**config.mk**
```make
export PLATFORM = sky130hd
export DESIGN_NAME = sorted_message_priority_queue_core_flat
export DESIGN_NICKNAME = d
export VERILOG_FILES = /design/src/rtl/core/smpq_pkg.sv /design/src/rtl/core/smpq_if.sv /design/src/rtl/core/sorted_message_priority_queue_core.sv /design/src/rtl/core/smpq_cell.sv /design/src/flat_wrapper.sv
export SDC_FILE = /design/constraint.sdc
export NUM_CORES = 1
export LEC_CHECK = 0
export BUFFER_PORTS_ARGS = -buffer_cell sky130_fd_sc_hd__buf_2
export CAP_MARGIN = 15
export CORE_MARGIN = 2
export CORE_UTILIZATION = 55
export DETAILED_ROUTE_END_ITERATION = 10
export GPL_TIMING_DRIVEN = 0
export MAX_ROUTING_LAYER = met4
export PLACE_DENSITY = 0.72
export SYNTH_ARGS = -nofsm -noshare
export SYNTH_HDL_FRONTEND = slang
export SYNTH_SLANG_ARGS = --single-unit
export TNS_END_PERCENT = 5
```
**constraint.sdc**
```tcl
create_clock -name clk -period 9.7 [get_ports clk]
set_clock_uncertainty 0.2 [all_clocks]
set_input_delay 1.94 -clock clk [delete_from_list [all_inputs] [get_ports clk]]
set_output_delay 1.94 -clock clk [all_outputs]
set_load 0.01 [all_outputs]
```
**src/rtl/core/smpq_pkg.sv**
```systemverilog
// Shared types and codes for the sorted message priority queue.
// Holds the entry layout, the operation and status codes and the cell control bundle.
// No dependencies.
package smpq_pkg;

    typedef enum logic [0:0] {
        OP_INSERT = 1'b0,
        OP_POP    = 1'b1
    } op_t;

    typedef enum logic [1:0] {
        ST_DONE  = 2'd0,
        ST_FULL  = 2'd1,
        ST_EMPTY = 2'd2
    } status_t;

    typedef struct packed {
        logic [7:0]  task_id;
        logic [15:0] payload;
    } entry_t;

    // Broadcast to every cell in the chain each cycle
    typedef struct packed {
        logic   insert;     // place new_entry, shift the tail right
        logic   pop;        // shift everything one slot toward the head
        entry_t new_entry;
    } cell_ctrl_t;

endpackage

```
**src/rtl/core/smpq_if.sv**
```systemverilog
// Valid/ready channel interfaces for the sorted message priority queue.
// Depends on nothing; the payload fields follow the request and response beats.
interface smpq_req_if;
    logic        valid;
    logic        ready;
    logic        operation;
    logic [7:0]  task_id;
    logic [15:0] payload;

    modport source (output valid, output operation, output task_id, output payload,
                    input ready);
    modport sink   (input valid, input operation, input task_id, input payload,
                    output ready);
endinterface

interface smpq_rsp_if;
    logic        valid;
    logic        ready;
    logic [7:0]  out_task_id;
    logic [15:0] out_payload;
    logic [1:0]  status;
    logic [4:0]  occupancy;

    modport source (output valid, output out_task_id, output out_payload, output status,
                    output occupancy, input ready);
    modport sink   (input valid, input out_task_id, input out_payload, input status,
                    input occupancy, output ready);
endinterface

```
**src/rtl/core/sorted_message_priority_queue_core.sv**
```systemverilog
// Top level of the sorted message priority queue: cell chain, count and response register.
// Depends on smpq_pkg, smpq_if (smpq_req_if, smpq_rsp_if) and smpq_cell.
//
// Usage:
//   req carries one operation per beat: insert (task_id, payload) or pop.
//   rsp returns exactly one beat per request: the popped message (zero for
//   inserts and failures), a status code (done, insert dropped on full,
//   pop on empty) and the occupancy after the operation, masked to 5 bits.
//   Entries are kept ascending by task_id; a new message goes ahead of
//   existing entries with an equal task_id.
// Timing:
//   The response beat is registered at the edge that accepts the request.
//   Throughput is one request per cycle while the response register is free or
//   draining; every cell of the chain compares against the new key and shifts
//   in that same cycle, so the chain length does not change the rate.
// Stall and reset:
//   req.ready drops only while a response waits and rsp.ready is low; the
//   request is taken in the cycle the waiting response is taken.
//   Reset empties the queue (count to zero) and drops any pending response;
//   the slot contents are not cleared since slots at or above the count are
//   never read.
module sorted_message_priority_queue_core
#(
    parameter int DEPTH = 16
)
(
    input  logic              clk,
    input  logic              rst_n,
    smpq_req_if.sink          req,
    smpq_rsp_if.source        rsp
);

    localparam int CW = $clog2(DEPTH + 1);

    logic [CW-1:0] count_reg;
    logic [CW-1:0] count_next;

    logic              rsp_valid_reg;
    logic              rsp_valid_next;
    logic [7:0]        rsp_task_reg;
    logic [7:0]        rsp_task_next;
    logic [15:0]       rsp_payload_reg;
    logic [15:0]       rsp_payload_next;
    smpq_pkg::status_t rsp_status_reg;
    smpq_pkg::status_t rsp_status_next;
    logic [4:0]        rsp_occ_reg;
    logic [4:0]        rsp_occ_next;

    logic accept;
    logic is_pop;
    logic full;
    logic empty;
    logic [CW+4:0] occ_ext;

    smpq_pkg::cell_ctrl_t ctrl;
    smpq_pkg::entry_t     ent  [DEPTH];
    logic                 keep [DEPTH];

    // Take a new request whenever the response register is free or draining
    assign req.ready = !rsp_valid_reg || rsp.ready;
    assign accept    = req.valid && req.ready;
    assign is_pop    = (smpq_pkg::op_t'(req.operation) == smpq_pkg::OP_POP);
    assign full      = (count_reg == CW'(DEPTH));
    assign empty     = (count_reg == '0);

    assign ctrl.insert            = accept && !is_pop && !full;
    assign ctrl.pop               = accept && is_pop && !empty;
    assign ctrl.new_entry.task_id = req.task_id;
    assign ctrl.new_entry.payload = req.payload;

    // Chain of slots, slot 0 is the head
    for (genvar i = 0; i < DEPTH; i++)
    begin : g_cell
        smpq_cell u_cell
        (
            .clk       (clk),
            .ctrl      (ctrl),
            .occupied  (count_reg > CW'(i)),
            .prev_keep ((i == 0) ? 1'b1 : keep[(i == 0) ? 0 : i - 1]),
            .left      (ent[(i == 0) ? 0 : i - 1]),
            .right     (ent[(i == DEPTH - 1) ? i : i + 1]),
            .keep      (keep[i]),
            .entry     (ent[i])
        );
    end

    always_comb
    begin
        count_next       = count_reg;
        rsp_valid_next   = rsp_valid_reg;
        rsp_task_next    = rsp_task_reg;
        rsp_payload_next = rsp_payload_reg;
        rsp_status_next  = rsp_status_reg;

        if (ctrl.insert)
        begin
            count_next = count_reg + CW'(1);
        end
        else if (ctrl.pop)
        begin
            count_next = count_reg - CW'(1);
        end

        occ_ext      = {5'd0, count_next};
        rsp_occ_next = rsp_occ_reg;

        if (accept)
        begin
            rsp_valid_next   = 1'b1;
            rsp_task_next    = ctrl.pop ? ent[0].task_id : 8'd0;
            rsp_payload_next = ctrl.pop ? ent[0].payload : 16'd0;
            rsp_occ_next     = occ_ext[4:0];
            if (!is_pop && full)
            begin
                rsp_status_next = smpq_pkg::ST_FULL;
            end
            else if (is_pop && empty)
            begin
                rsp_status_next = smpq_pkg::ST_EMPTY;
            end
            else
            begin
                rsp_status_next = smpq_pkg::ST_DONE;
            end
        end
        else if (rsp.ready)
        begin
            rsp_valid_next = 1'b0;
        end
    end

    always_ff @(posedge clk or negedge rst_n)
    begin
        if (!rst_n)
        begin
            count_reg     <= '0;
            rsp_valid_reg <= 1'b0;
        end
        else
        begin
            count_reg     <= count_next;
            rsp_valid_reg <= rsp_valid_next;
        end
    end

    always_ff @(posedge clk)
    begin
        rsp_task_reg    <= rsp_task_next;
        rsp_payload_reg <= rsp_payload_next;
        rsp_status_reg  <= rsp_status_next;
        rsp_occ_reg     <= rsp_occ_next;
    end

    assign rsp.valid       = rsp_valid_reg;
    assign rsp.out_task_id = rsp_task_reg;
    assign rsp.out_payload = rsp_payload_reg;
    assign rsp.status      = rsp_status_reg;
    assign rsp.occupancy   = rsp_occ_reg;

`ifndef ASSERT_OFF
    a_count_bound: assert property (@(posedge clk) disable iff (!rst_n)
        count_reg <= CW'(DEPTH))
        else $error("queue count above capacity");

    a_head_sorted: assert property (@(posedge clk) disable iff (!rst_n)
        (count_reg >= CW'(2)) |-> (ent[0].task_id <= ent[1].task_id))
        else $error("head slots out of order");

    a_insert_count: assert property (@(posedge clk) disable iff (!rst_n)
        ctrl.insert |=> (count_reg == $past(count_reg) + CW'(1)))
        else $error("insert did not advance the count");

    a_empty_pop: assert property (@(posedge clk) disable iff (!rst_n)
        (accept && is_pop && empty) |=>
            (rsp.valid && rsp.status == smpq_pkg::ST_EMPTY && count_reg == '0))
        else $error("pop on empty queue not flagged");
`endif

endmodule

```
**src/rtl/core/smpq_cell.sv**
```systemverilog
// One slot of the sorted chain: holds an entry and trades it with its neighbors.
// Depends on smpq_pkg.
module smpq_cell
(
    input  logic                   clk,
    input  smpq_pkg::cell_ctrl_t   ctrl,
    input  logic                   occupied,
    input  logic                   prev_keep,
    input  smpq_pkg::entry_t       left,
    input  smpq_pkg::entry_t       right,
    output logic                   keep,
    output smpq_pkg::entry_t       entry
);

    smpq_pkg::entry_t entry_reg;
    smpq_pkg::entry_t entry_next;

    // Hold on insert when this slot sorts strictly below the new key
    assign keep = occupied && (entry_reg.task_id < ctrl.new_entry.task_id);

    always_comb
    begin
        entry_next = entry_reg;
        if (ctrl.insert)
        begin
            if (!keep)
            begin
                entry_next = prev_keep ? ctrl.new_entry : left;
            end
        end
        else if (ctrl.pop)
        begin
            entry_next = right;
        end
    end

    always_ff @(posedge clk)
    begin
        entry_reg <= entry_next;
    end

    assign entry = entry_reg;

endmodule

```
**src/flat_wrapper.sv**
```systemverilog
// flat-port wrapper written by rule: the top's interface ports become plain ports
module sorted_message_priority_queue_core_flat 
#(
    parameter int DEPTH = 16
)
  (clk, rst_n, req_valid, req_operation, req_task_id, req_payload, req_ready, rsp_valid, rsp_out_task_id, rsp_out_payload, rsp_status, rsp_occupancy, rsp_ready);
  smpq_req_if req_i ();
  smpq_rsp_if rsp_i ();
  input  logic clk;
  input  logic rst_n;
  input wire logic [$bits(req_i.valid)-1:0] req_valid;
  input wire logic [$bits(req_i.operation)-1:0] req_operation;
  input wire logic [$bits(req_i.task_id)-1:0] req_task_id;
  input wire logic [$bits(req_i.payload)-1:0] req_payload;
  output wire logic [$bits(req_i.ready)-1:0] req_ready;
  output wire logic [$bits(rsp_i.valid)-1:0] rsp_valid;
  output wire logic [$bits(rsp_i.out_task_id)-1:0] rsp_out_task_id;
  output wire logic [$bits(rsp_i.out_payload)-1:0] rsp_out_payload;
  output wire logic [$bits(rsp_i.status)-1:0] rsp_status;
  output wire logic [$bits(rsp_i.occupancy)-1:0] rsp_occupancy;
  input wire logic [$bits(rsp_i.ready)-1:0] rsp_ready;
  assign req_i.valid = req_valid;
  assign req_i.operation = req_operation;
  assign req_i.task_id = req_task_id;
  assign req_i.payload = req_payload;
  assign req_ready = req_i.ready;
  assign rsp_valid = rsp_i.valid;
  assign rsp_out_task_id = rsp_i.out_task_id;
  assign rsp_out_payload = rsp_i.out_payload;
  assign rsp_status = rsp_i.status;
  assign rsp_occupancy = rsp_i.occupancy;
  assign rsp_i.ready = rsp_ready;
  sorted_message_priority_queue_core #(.DEPTH(DEPTH)) u_core (.clk(clk), .rst_n(rst_n), .req(req_i), .rsp(rsp_i));
endmodule
```
# Word level (Yosys, flattened, before mapping)
# Index checks and enable logic that the tools add are counted.
[word_totals] reg_bits=421 elab_cells=201 output_inout_bits=33 input_bits=29
[classes] bitwise=1 n_eq_ne=16 addsub=2 mux=65 reduce_logical=47 order_cmp=32
[op_table] op="two-way mux 24 bit" count=60
[op_table] op="less-than comparator 8 bit" count=16
[op_table] op="greater-than comparator 5 x 4 -> 1 bit (second input constant)" count=8
[op_table] op="AND reduction 2 bit" count=16
[op_table] op="inequality test 2 bit (second input constant)" count=15
[op_table] op="logical AND 1 bit" count=23
[op_table] op="greater-than comparator 5 x 3 -> 1 bit (second input constant)" count=4
[op_table] op="greater-than comparator 5 x 1 -> 1 bit (second input constant)" count=2
[op_table] op="greater-than comparator 5 x 2 -> 1 bit (second input constant)" count=2
[op_table] op="two-way mux 5 bit" count=2
[op_table] op="adder 5 x 1 -> 5 bit (second input constant)" count=1
[op_table] op="equality test 5 bit (second input constant)" count=1
[op_table] op="logical NOT 5 bit" count=1
[op_table] op="subtractor 5 x 1 -> 5 bit (second input constant)" count=1
[op_table] op="logical NOT 1 bit" count=4
[op_table] op="nonzero test 2 bit" count=2
[op_table] op="two-way mux 1 bit" count=2
[op_table] op="two-way mux 2 bit" count=1
[op_table] op="logical OR 1 bit" count=1
[op_table] op="NOT 1 bit" count=1

# Longest topological paths before layout
# Gate-level depths: netlist (run 1).
[logic_depth] ltp_word=7 ltp_mapped=11 ltp_nobuf=7

# Hierarchy
# From an unflattened synthesis (run 1), not the netlist that was laid out.
[hier_totals] cells_unflattened=2247 area_unflattened_um2=24457.2
[by_module_without_submodules] module="smpq_cell (u_core.g_cell[0].u_cell ...)" cells_each=132 area_each_um2=1420.1 seq_area_each_um2=720.7 n_inst=14
[by_module_without_submodules] module="smpq_cell (u_core.g_cell[8].u_cell ...)" cells_each=133 area_each_um2=1433.9 seq_area_each_um2=720.7 n_inst=2
[by_module_without_submodules] module="sorted_message_priority_queue_core" cells_each=133 area_each_um2=1707.9 seq_area_each_um2=1081.0 n_inst=1

# Worst setup path before layout (run 1)
# OpenSTA, ideal clock, no wires.
[synth_timing] path_kind="input port to flip-flop" from="input req_task_id[5]" to="register u_core.g_cell[7].u_cell.entry_reg, in the netlist u_core.g_cell[7].u_cell.entry[0] (enable)" n_path_buf=2 setup_ns=0.438 required_time_ns=9.062 arrival_time_ns=5.010 cell_stages=8 path_slack_ns=4.052 cell_sequence="inv_1 -> ha_1 -> and4_1 -> o21ai_0 -> o221a_2 -> buf_2 -> buf_6 -> o21ai_0"
[synth_via] elab_chain_cells=4
[synth_lines] item="start: declaration" line="flat_wrapper.sv:13" text="input wire logic [$bits(req_i.task_id)-1:0] req_task_id;"
[synth_lines] item="less-than comparator 8 bit" line="smpq_cell.sv:19" text="assign keep = occupied && (entry_reg.task_id < ctrl.new_entry.task_id);"
[synth_lines] item="logical AND 1 bit" line="smpq_cell.sv:19"
[synth_lines] item="inequality test 2 bit (no line)"
[synth_lines] item="AND reduction 2 bit (no line)"
[synth_lines] item="end signal: assignment" line="smpq_cell.sv:39" text="entry_reg <= entry_next;"
[synth_lines] item="end: declaration" line="smpq_cell.sv:15" text="smpq_pkg::entry_t entry_reg;"
# Every way passes these cells.
# A chain may end at the register's enable or synchronous reset.

# Worst setup path after layout (run 1)
[layout_timing] from="input req_task_id[5]" to="register u_core.g_cell[13].u_cell.entry_reg, in the netlist u_core.g_cell[13].u_cell.entry[7] (enable)"
[layout_via] elab_chain_cells=4
[layout_lines] item="less-than comparator 8 bit" line="smpq_cell.sv:19"
[layout_lines] item="logical AND 1 bit" line="smpq_cell.sv:19"
[layout_lines] item="inequality test 2 bit (no line)"
[layout_lines] item="AND reduction 2 bit (no line)"
[layout_lines] item="end signal: assignment" line="smpq_cell.sv:39"
[layout_lines] item="end: declaration" line="smpq_cell.sv:15"
# Every way passes these cells.

==> results.py, run 1 <==
metrics = {
    "synthesis": {
        "synth_edf_count": 415,
        "synth.net_count": 2489,
        "synth_ff_type": "edfxtp_1",
        "synth_cell_types": 65,
        "netlist_area_sq_um": 25200,
        "ys_warn_count": 0,
        "synth_seq_area_share_pct": 50.1,
        "ys_ff_latch": 421,
        "synth_cells": 2343,
        "synthArstFlopShare_pct": 1.43,
        "synth_area_per_cell_sq_um": 10.7,
    },
    "sta": {
        "setup_slack_ns": 4.55,
        "hold_violations": 0,
        "clock.fmax_ghz": 0.194,
        "drv_slew": 0,
        "rsz0062_at_grt": "false",
        "fin_crit_sh_pct": 53.1,
        "final.setup.tns_ns": 0,
        "tightest_slew_ns": 1.21,
        "finalCriticalPeriod_ns": 5.15,
        "holdWs_ns": 0.353,
        "relSlewSlack_pct": 19.5,
        "finalSetupViolations": 0,
    },
    "power_and_ir_drop": {
        "power_density_nw_per_um2": 231,
        "irDropWorstVdd_mv": 0.145,
        "p_leak_nw": 10.5,
    },
    "routing": {
        "viasPerCell": 6.78,
        "drc_errors": 0,
        "wl_per_cell_um": 26.4,
        "drt_iter0_drc": 3055,
        "vias": 21100,
        "drtPass1Iterations": 6,
        "ant_nets": 0,
        "wl_um": 82100,
    },
    "finish": {
        "area_delta_synth_final_pct": 11.2,
        "fin_nets": 2615,
        "largest_reg_flops": 384,
        "fin_util_pct": 61.8,
        "drive_gt1_share_pct": 11.3,
        "antenna_cells": 0,
    },
    "cts": {
        "root_buffer": "clkbuf_16",
        "cts_hold_buf": 0,
        "path_clk_slew_ns": 0.05,
        "post_cts_buffers": 0,
        "htree_levels": 2,
        "clock_latency_ns": 0.60,
        "numCtsBuffers": 47,
        "clock-sinks": 421,
        "cts_tree": "yes",
        "clk_path_buf_depth": 3,
        "cts_resized": 0,
    },
    "setup_path": {
        "critPathRequiredTime_ns": 9.85,
        "timing.rr.end": "u_core.g_cell[11].u_cell.entry[5]",
        "end_kind": "flop",
        "r2r_start": "u_core.count_reg[0]",
        "r2r.worst_path.cells": 7,
        "critPathKind": "primary input to flop",
        "cp_max_fo": 17,
        "cp.arrival_ns": 5.30,
        "start_kind": "primary input",
        "r2r_slack_ns": 5.40,
    },
    "placed_design": {
        "dp_hpwl_um": 62500,
        "gp_congestion": 0.972,
        "place_ws_ns": 3.70,
        "portBuffers": 61,
    },
    "min_path": {
        "whs_path_depth": 1,
        "hold_end": "u_core.rsp.out_payload[5]",
        "hold_path.startpoint": "u_core.g_cell[0].u_cell.entry[5]",
        "hp-class": "flop to flop",
    },
    "floorplan": {
        "num_rows": 78,
        "die_x_um": 218,
        "io_pins": 62,
        "start_util_pct": 55.5,
        "fp.dieH_um": 218,
        "coreArea_sq_um": 45300,
        "dieArea_sq_um": 47500,
    },
    "job": {
        "maxCapViolCount": 0,
    },
    "global_route": {
        "grt_pass1_wl_um": 123000,
        "track_usage_pct": 35.3,
        "grt_max_degree": 25,
        "grt_overflow": 0,
        "grt_pass1_vias": 20800,
        "grt_antenna_before_repair": 0,
    },
    "outcome": {
        "status": "finished clean",
    },
}
[Yosys cell counts (4+ instances only)]
cell type,instances,area (sq um)
edfxtp_1,415,12500
nand2_1,214,803
nor2_1,198,743
nand3_1,149,746
mux2i_1,145,1450
clkbuf_1,142,533
ha_1,117,1460
o211ai_1,98,736
o21ai_1,92,460
a21oi_1,86,430
or3_1,73,457
a2bb2oi_1,72,631
buf_2,56,280
a31oi_1,49,307
a221o_1,48,480
a21o_1,43,323
o21ai_0,37,185
and2_1,34,213
nand4_1,33,206
a22oi_1,25,188
mux2_1,24,270
a21bo_2,23,230
buf_4,20,150
buf_6,13,146
nand2b_1,13,81.3
a211oi_2,11,138
inv_1,11,41.3
o21a_1,10,75.1
and2_0,9,56.3
a211oi_1,6,45.0
dfrtp_1,6,150
a211o_1,5,43.8
and3_1,5,31.3
buf_1,5,18.8
nor3b_1,5,37.5
and4_1,4,35.0
or2_1,4,25.0
[final cells by class]
class / count / area (sq um)
clock buffers: 61 / 1250
flip-flops and latches: 421 / 12600
plain buffers: 236 / 1130
clock inverters: 24 / 116
inverters: 12 / 45.0
well taps: 600 / 751
repair buffers: 77 / 658
multi-input cells: 1674 / 11400
fillers: 3757 / 17300
[metal layers]
metal  wire length (um)  GRT usage (%)
met2              36500           53.1
met1              34400           49.1
met3               7650           4.21
met4               3540           14.2
met5                  0              -
[cell families after synthesis]
family                   Yosys count  synth area share [%]
flip-flops                       421                  50.1
XOR/XNOR                           4                 0.139
adder cells (fa/ha/maj)          117                  5.82
AND/OR/NAND/NOR                  756                  14.2
multiplexers                     169                  6.85
AO/OA/AOI/OAI                    628                  18.2
buffers and inverters            248                  4.67
[layout by cell type, fill, tap and decap left out, types with 29 or more instances in the layout]
cell type,synthesis,routed
o211ai_1,98,98
edfxtp_1,415,415
nor2_1,198,198
ha_1,117,117
clkbuf_1,142,155
a221o_1,48,48
o21ai_0,37,29
a21o_1,43,43
a21oi_1,86,86
a31oi_1,49,49
buf_2,56,117
or3_1,73,73
o21ai_1,92,91
clkbuf_16,0,48
mux2i_1,145,145
nand3_1,149,149
and2_1,34,34
nand4_1,33,33
nand2_1,214,214
a2bb2oi_1,72,72
[stage by stage]
step / std cells / area, sq um / total power (W)
after global routing: 3105 / 28000 / 0.00668
after CTS: 3100 / 27800 / 0.00637
after global placement: 3004 / 26200 / 0.00461
after floorplan: 2343 / 25200 / 0.00406
after detailed placement: 3015 / 26500 / 0.00472
final: 3105 / 28000 / 0.00646
[report_power, final]
part	internal [W]	total [W]	switching (W)
clock network	0.000905	0.00167	0.000768
registers	0.00240	0.00257	0.000179
logic	0.000843	0.00221	0.00137
total	0.00414	0.00646	0.00231
[critical path, stage by stage]
cell and delay [ns]:
buf_2 0.10, inv_1 0.62, ha_1 0.37, a21o_1 0.16
a21o_1 0.18, a221oi_2 0.48, clkbuf_1 0.54, a21oi_1 0.15
or2_1 0.47, buf_16 0.27
[how the worst max path moves through the flow]
stage	start	endpoint	slack, ns
floorplan	req_task_id[5]	u_core.g_cell[7].u_cell.entry[0]	4.05
global placement	req_task_id[5]	u_core.g_cell[14].u_cell.entry[6]	2.37
detailed placement	req_task_id[6]	u_core.g_cell[0].u_cell.entry[6]	3.70
CTS	req_task_id[6]	u_core.g_cell[0].u_cell.entry[21]	4.32
global route	req_task_id[5]	u_core.g_cell[13].u_cell.entry[6]	4.45
finish	req_task_id[5]	u_core.g_cell[13].u_cell.entry[7]	4.55
No activity file was read; power rests on OpenSTA's default activity.
==> run 2, diff against run 1 <==
==> constraint.sdc (replaced) <==
create_clock -name clk -period 4.8 [get_ports clk]
set_clock_uncertainty 0.2 [all_clocks]
set_input_delay 0.96 -clock clk [delete_from_list [all_inputs] [get_ports clk]]
set_output_delay 0.96 -clock clk [all_outputs]
set_load 0.01 [all_outputs]
==> run 2 against run 1 <==
  * Sequential share of layout area about the same
  * Flip-flop and latch count unchanged
  * Non-clock buffer count increased by 1
  * Utilization about the same
  * Clock power increased by 100%
  * Worst hold slack about the same
  * Setup slack got worse by 4.0 ns
  * Global-route usage about the same
  * Register-to-register slack got worse by 4.9 ns
  * Critical path depth decreased by 3
  * Combinational power increased by 100%
  * Wire length about the same
  * Critical path type is now flop to flop
  * Largest cell class unchanged
==> results.py, run 2 (synthesis results as in run 1) <==
metrics = {
    "placed_design": {
        "dp_hpwl_um": 62500,
        "gp_congestion": 0.972,
        "dpl_cell_area_sq_um": 26500,
        "portBuffers": 61,
        "place_ws_ns": -0.215,
    },
    "floorplan": {
        "dieArea_sq_um": 47500,
        "num_rows": 78,
        "die_x_um": 218,
        "fp.dieH_um": 218,
        "io_pins": 62,
        "coreArea_sq_um": 45300,
        "start_util_pct": 55.5,
    },
    "outcome": {
        "status": "finished clean",
    },
    "power_and_ir_drop": {
        "irDropWorstVdd_mv": 0.292,
        "power_density_nw_per_um2": 466,
        "p_leak_nw": 10.6,
        "total_power_w": 0.0130,
    },
    "sta": {
        "rsz0062_at_grt": "false",
        "holdWs_ns": 0.353,
        "setup_slack_ns": 0.509,
        "drv_slew": 0,
        "relSlewSlack_pct": 15.8,
        "clock.fmax_ghz": 0.233,
        "final.setup.tns_ns": 0,
        "finalSetupViolations": 0,
        "tightest_slew_ns": 1.26,
        "finalCriticalPeriod_ns": 4.29,
        "hold_violations": 0,
        "fin_crit_sh_pct": 89.4,
    },
    "setup_path": {
        "critPathKind": "flop to flop",
        "crit_chain": "buf_2, inv_1, ha_1, nor4b_2, nand3b_1, clkbuf_1, nand2_1",
        "cp_max_fo": 24,
        "cpPeakStageDelay_ns": 0.87,
        "start_kind": "flop",
        "critPathSlowestCell": "nand2_1",
        "r2r_slack_ns": 0.51,
        "end_kind": "flop",
        "crit_buf_inv": 3,
        "cp_top_family": "simple AND/OR/NAND/NOR gates",
        "critPathRequiredTime_ns": 4.68,
        "cp.arrival_ns": 4.17,
    },
    "cts": {
        "root_buffer": "clkbuf_16",
        "clock-sinks": 421,
        "path_clk_slew_ns": 0.06,
        "cts_tree": "yes",
        "htree_levels": 2,
        "cts_resized": 0,
        "clock_latency_ns": 0.60,
        "clk_path_buf_depth": 3,
        "numCtsBuffers": 47,
        "post_cts_buffers": 0,
    },
    "routing": {
        "vias": 21100,
        "viasPerCell": 6.80,
        "drc_errors": 0,
        "wl_per_cell_um": 26.4,
        "ant_nets": 0,
        "drt_iter0_drc": 2989,
        "wl_um": 82100,
        "drtPass1Iterations": 6,
    },
    "min_path": {
        "hp-class": "flop to flop",
    },
    "finish": {
        "fin_nets": 2616,
        "drive_gt1_share_pct": 11.3,
        "layout_common_cells": "edfxtp_1, nand2_1, nor2_1, clkbuf_1, nand3_1",
        "largest_reg_flops": 384,
        "antenna_cells": 0,
        "final_area_sq_um": 28000,
        "mostFrequentLayoutCell": "edfxtp_1",
        "area_delta_synth_final_pct": 11.2,
    },
    "global_route": {
        "grt_antenna_before_repair": 0,
        "grt_pass1_vias": 20800,
        "grt_overflow": 0,
        "track_usage_pct": 35.3,
        "grt_pass1_wl_um": 123000,
        "grt_max_degree": 25,
    },
    "job": {
        "maxCapViolCount": 0,
    },
}
==> run 2: changes by cell type in the layout (fill, tap and decap cells not counted) <==
cell / before / now
dlygate4sd3_1: 0 / 1
==> run 2: cell type report <==
cell class              count  area [sq um]
clock inverters            24           116
inverters                  12          45.0
fillers                  3755         17300
flip-flops and latches    421         12600
clock buffers              61          1250
well taps                 600           751
multi-input cells        1674         11400
repair buffers             78           668
plain buffers             236          1130
==> run 2: worst reg2reg max path: stages (launching register included) <==
cell,delay [ns]
dfrtp_1,0.41
buf_2,0.20
inv_1,0.13
ha_1,0.23
nor4b_2,0.49
nand3b_1,0.58
clkbuf_1,0.63
nand2_1,0.88
==> run 2: power breakdown <==
part           total (W)  leakage, nW  internal (W)  switching, W
Combinational    0.00447         5.92       0.00170       0.00276
Sequential       0.00520         3.96       0.00484      0.000363
Clock            0.00338        0.669       0.00183       0.00155
Total             0.0130         10.6       0.00837       0.00467
==> run 2: final timing paths <==
check,startpoint,to,depth (start not counted)
max in group asynchronous,rst_n,u_core.count_reg[2],2
worst max register to register,u_core.count_reg[0],u_core.g_cell[11].u_cell.entry[5],7
worst min-delay path,u_core.g_cell[0].u_cell.entry[5],u_core.rsp.out_payload[5],1
worst max-delay path,u_core.count_reg[0],u_core.g_cell[11].u_cell.entry[5],7
min in group asynchronous,rst_n,u_core.count_reg[4],2
worst min register to register,u_core.g_cell[0].u_cell.entry[5],u_core.rsp.out_payload[5],1
==> run 2: what timing repair did <==
| item | 4_1_cts | 5_1_grt |
|---|---|---|
| setup endpoints to repair | 0 | 0 |
| hold buffers | 1 | 0 |
| hold endpoints to repair | 6 | 0 |
==> run 2: per-stage QoR <==
stage | std cells | util [%]
4_1_cts | 3101 | 61.5
6_report | 3106 | 61.8
5_1_grt | 3106 | 61.8
3_5_place_dp | 3015 | 58.5
2_1_floorplan | 2343 | -
3_3_place_gp | 3004 | 57.9
==> run 2: layer usage <==
metal	GRT usage (%)	part of all wire (%)	vias up
met2	53.1	44	1300
met5	-	0	-
li1	-	-	9218
met4	14.2	4.6	0
met1	49.1	42	10400
met3	4.21	9.1	234
